--- config.mk ---
export PLATFORM = sky130hd
export DESIGN_NAME = bsr_div
export DESIGN_NICKNAME = d
export VERILOG_FILES = /design/src/sv/bsr_div.sv
export SDC_FILE = /design/constraint.sdc
export NUM_CORES = 2
export LEC_CHECK = 0
export BUFFER_PORTS_ARGS = -buffer_cell sky130_fd_sc_hd__buf_2
export CORE_ASPECT_RATIO = 1.25
export CORE_UTILIZATION = 38
export DETAILED_ROUTE_END_ITERATION = 12
export MAX_ROUTING_LAYER = met4
export PLACE_DENSITY = 0.6
export RECOVER_POWER = 50
export SETUP_SLACK_MARGIN = 0.4
export SLEW_MARGIN = 20
export SYNTH_ARGS = -nofsm -noshare
export SYNTH_HDL_FRONTEND = slang
export SYNTH_SLANG_ARGS = --single-unit
--- constraint.sdc ---
create_clock -name clk_i -period 4.35 [get_ports clk_i]
set_input_delay 0.435 -clock clk_i [delete_from_list [all_inputs] [get_ports clk_i]]
set_output_delay 0.435 -clock clk_i [all_outputs]
set_load 0.01 [all_outputs]
--- src/sv/bsr_div.sv ---
// pipelined restoring divider, one quotient bit per stage
module bsr_div #(
  parameter int NW = 40,
  parameter int DW = 17,
  parameter int QW = 24
) (
  input  logic          clk_i,
  input  logic          rst_ni,
  input  logic          en_i,
  input  logic          valid_i,
  input  logic [NW-1:0] num_i,
  input  logic [DW-1:0] den_i,
  input  logic          tag_i,
  output logic          valid_o,
  output logic [QW-1:0] quot_o,
  output logic          tag_o
);

  logic [DW-1:0] rem_q [QW];
  logic [QW-1:0] nq_q  [QW];
  logic [DW-1:0] den_q [QW];
  logic [QW-1:0] v_q;
  logic [QW-1:0] tag_q;

  for (genvar k = 0; k < QW; k++) begin : g_stage
    logic [DW-1:0] rem_in;
    logic [QW-1:0] nq_in;
    logic [DW-1:0] den_in;
    logic          v_in;
    logic          tag_in;
    logic [DW:0]   trial;
    logic          ge;

    if (k == 0) begin : g_first
      // upper numerator bits are known to be below the divisor
      assign rem_in = DW'(num_i[NW-1:QW]);
      assign nq_in  = num_i[QW-1:0];
      assign den_in = den_i;
      assign v_in   = valid_i;
      assign tag_in = tag_i;
    end else begin : g_next
      assign rem_in = rem_q[k-1];
      assign nq_in  = nq_q[k-1];
      assign den_in = den_q[k-1];
      assign v_in   = v_q[k-1];
      assign tag_in = tag_q[k-1];
    end

    assign trial = {rem_in, nq_in[QW-1]};
    assign ge    = (trial >= {1'b0, den_in});

    always_ff @(posedge clk_i or negedge rst_ni) begin
      if (!rst_ni) begin
        v_q[k] <= 1'b0;
      end else if (en_i) begin
        v_q[k] <= v_in;
      end
    end

    always_ff @(posedge clk_i) begin
      if (en_i) begin
        rem_q[k] <= ge ? DW'(trial - {1'b0, den_in}) : trial[DW-1:0];
        nq_q[k]  <= {nq_in[QW-2:0], ge};
        den_q[k] <= den_in;
        tag_q[k] <= tag_in;
      end
    end
  end

  assign valid_o = v_q[QW-1];
  assign quot_o  = nq_q[QW-1];
  assign tag_o   = tag_q[QW-1];

endmodule

==> summary.md <==
| Metric | Value |
|---|---|
| CTS buffer count | 152 |
| Clock tree buffer depth | 3 |
| R2R Setup Slk | 620 ps |
| WS Path Type | reg2reg |
| Row count | 170 |
| Worst endpoint required time | 4890 ps |
| Worst flop-to-flop path startpoint | nq_q[2][47]$_DFFE_PP_ |
| Failing checks | max-capacitance violations, max-slew violations |
| Reg power frac | 0.384 |
| Peak VDD IR | 0.000311 V |
| Tmin final | 3730 ps |
| Reg-to-Reg End | rem_q[2][43]$_DFFE_PP_ |
| Clock network fraction of design power | 0.247 |
| I/O pin count | 88 |
| Vias in the first global route | 39800 |
| Ys flop type | edfxtp_1 |
| CTS Root Cell | clkbuf_16 |
| Final Cycle Share | 0.857 |
| Largest net degree at the start of global routing | 108 |
| Finished Layout Cells | 7481 |
| Post-DP Area | 69600 sq um |
| # Max-Cap Violations | 1 |
| CP Launch Type | register |
| Placeable Area | 172000 sq um |
| Final Max Tran Viols | 96 |
| R2r worst-path depth | 12 |
| Post-route setup slack | 624 ps |
| Hold endpoint | nq_q[0][18]$_DFFE_PP_ |
| Final setup violation count | 0 |
| Fraction of registers with async set/reset | 0.0171 |
| Status | complete, but fails checks |
| RSZ-0062 raised after global routing | no |
| DIE AREA | 175000 sq um |
| DP Worst Slack | 391 ps |
| Sequential area share after synthesis | 0.638 |
| Hold_sp | num_i[17] |
| Static leakage | 29.2 nW |
| Nets@finish | 5612 |
| Synth-to-Final Area Change | 14.0% |
| Mapped Cells | 4817 |
| Synth cell types | 84 |
| H-tree levels | 4 |
| Crit path DAT | 4270 ps |
| # DRC | 0 |
| Clock Latency Late Sink | 790 ps |
| Switching Share | 0.323 |
| Final Hold Viols | 0 |
| Total number of vias | 37600 |
| Sink Count | 1406 |
| Starting density of the core | 0.383 |
| Post-Syn Area | 66000 sq um |
| Final ANT Viol Nets | 0 |
| Overall Power | 52.6 mW |
| Total Wirelength | 119000 um |
| Fraction of layout cells with a size suffix above 1 | 0.125 |
| Crit end category | register |
| DRT iter0 DRCs | 1721 |
| Syn nets | 5310 |
| Clock Skew | 28.0 ps |
| Int Power | 35.6 mW |
| Filler cells | 15300 |
| P per Cell Area | 699 nW/um^2 |
| Die height | 468 um |
| CP Max Fanout | 18 |
| Reg clk slew, reported paths | 60 ps |
| Remaining global-route overflow | 0 |
| Pre-Repair DR Iteration Count | 5 |
| First-pass GRT wire length | 190000 um |
| Placed cell count | 7139 |
| Ys Warns | 0 |
| Max transition margin | -1.36 |
| Buffers on Ports | 87 |
| Hold crit path type | in2reg |
| Logic pwr share | 0.369 |
| Slew @ Worst Pin | 3540 ps |
| GPL Wtd Cong | 0.923 |
| Total GRT Usage | 0.138 |
| Routed len/inst | 15.9 um |
| Hold depth | 2 |
| DP HPWL | 84000 um |
| Initial antenna violation count | 1 |
| Post-Layout Inst Area | 75200 sq um |
| CTS tree | done |
| EDFF count, synth | 1382 |
| Die width | 375 um |
| Setup TNS Final | 0 ps |
| Number of vias per cell | 5.03 |
| Switching pwr | 17.0 mW |
| Seq cells post-synth | 1406 |
| Max Clk Rate | 268 MHz |
| Post-synthesis area per instance | 13.7 sq um |
==> state kept, by name, indices dropped and copies added (netlist names) <==
name and flops:
nq_q 576, g_stage.v_in 23, tag_o 1, den_q 391, valid_o 1, g_stage.tag_in 23
rem_q 391
==> kinds of logic after synthesis <==
logic type | Yosys count | share of synthesized area
compound gates | 1012 | 0.0985
buf+inv | 573 | 0.0340
simple gates | 815 | 0.0575
mux | 264 | 0.0453
flops | 1406 | 0.638
xor+xnor | 316 | 0.0420
fa+ha+maj | 431 | 0.0844
==> worst max path at each step <==
| stage | start | to | slack, ps | cells past startpoint |
|---|---|---|---|---|
| 2_1_floorplan | nq_q[0][95]$_DFFE_PP_ | rem_q[0][76]$_DFFE_PP_ | 1100 | 13 |
| 3_3_place_gp | nq_q[2][47]$_DFFE_PP_ | rem_q[2][42]$_DFFE_PP_ | 340 | 12 |
| 3_5_place_dp | nq_q[2][47]$_DFFE_PP_ | rem_q[2][43]$_DFFE_PP_ | 390 | 12 |
| 4_1_cts | nq_q[1][23]$_DFFE_PP_ | rem_q[1][18]$_DFFE_PP_ | 410 | 13 |
| 5_1_grt | nq_q[0][167]$_DFFE_PP_ | rem_q[0][128]$_DFFE_PP_ | 420 | 13 |
| 6_report | nq_q[2][47]$_DFFE_PP_ | rem_q[2][43]$_DFFE_PP_ | 620 | 12 |
==> cells in the mapped netlist (36+ instances only) <==
cell      instances  area (sq um)
edfxtp_1       1382         41500
inv_1           512          1920
ha_1            408          5100
a21oi_1         344          1720
nor2_1          256           961
mux2_2          238          2680
nand2_1         227           852
o21ai_0         207          1040
xnor2_1         200          1750
a21o_1          118           886
xor2_1          116          1020
o21bai_1         66           495
nand4_1          64           400
nor3_1           63           315
nand3_1          47           235
o21a_1           45           338
a211oi_1         38           285
nand2b_1         38           238
clkbuf_1         36           135
==> repair_timing <==
| item | 4_1_cts | 5_1_grt |
|---|---|---|
| pin swaps | 1 | 0 |
| gates resized for setup | 1 | 3 |
| hold buffers | 60 | 0 |
| setup endpoints to repair | 32 | 19 |
| cloned | 0 | 0 |
| endpoints found under the hold margin | 83 | 0 |
| setup buffers | 2 | 0 |
==> per-stage QoR <==
stage          hold slack (ps)   util
4_1_cts                    112  0.437
3_5_place_dp               405  0.404
5_1_grt                    287  0.437
6_report                   353  0.437
2_1_floorplan              139      -
3_3_place_gp               401  0.404
==> placed cells by master (no fill, tap or decap), types with 29 or more instances in the layout <==
cell and count:
a211oi_1 38, a21o_1 118, a21oi_1 341, buf_2 70, buf_4 41, clkbuf_1 48
clkbuf_16 154, clkinv_1 29, dlygate4sd3_1 60, edfxtp_1 1382, ha_1 408, inv_1 512
mux2_2 238, nand2_1 227, nand2b_1 38, nand3_1 47, nand4_1 64, nor2_1 256
nor2b_1 29, nor3_1 63, o21a_1 45, o21ai_0 206, o21bai_1 66, xnor2_1 200
xor2_1 116
==> critical path: stages (launching register included) <==
cell	delay, ps
edfxtp_1	360
inv_1	80
ha_1	150
inv_1	60
fa_1	400
a21oi_1	280
o2111ai_1	340
a311oi_4	380
o31ai_1	130
a31oi_1	280
o21ai_1	110
a211o_2	550
mux2_4	360
==> layout make-up <==
cell class,instances,area (sq um),share of cell area
inverter,512,1920,0.0256
clock inverter,94,1060,0.0141
sequential,1406,42100,0.560
antenna,1,2.50,0.0000333
multi-input combinational,2838,21700,0.288
clock buffer,185,3970,0.0528
tap,2236,2800,0.0372
timing repair buffer,209,1670,0.0222
==> power groups by stage <==
stage | sequential (mW) | combinational, mW | clock, mW
6_report | 20.2 | 19.4 | 13.0
2_1_floorplan | 20.0 | 15.1 | 0
4_1_cts | 20.2 | 19.5 | 13.5
5_1_grt | 20.5 | 21.5 | 14.0
3_3_place_gp | 20.4 | 18.8 | 0
3_5_place_dp | 20.4 | 19.3 | 0
==> routing by layer <==
layer / track usage / up-vias / share of wire
met5: - / - / 0
met4: 0.0793 / 0 / 0.052
met3: 0.0242 / 397 / 0.029
met2: 0.285 / 605 / 0.60
met1: 0.110 / 18200 / 0.32
li1: - / 18400 / -
Note: power is estimated with default switching activity, not from simulation.
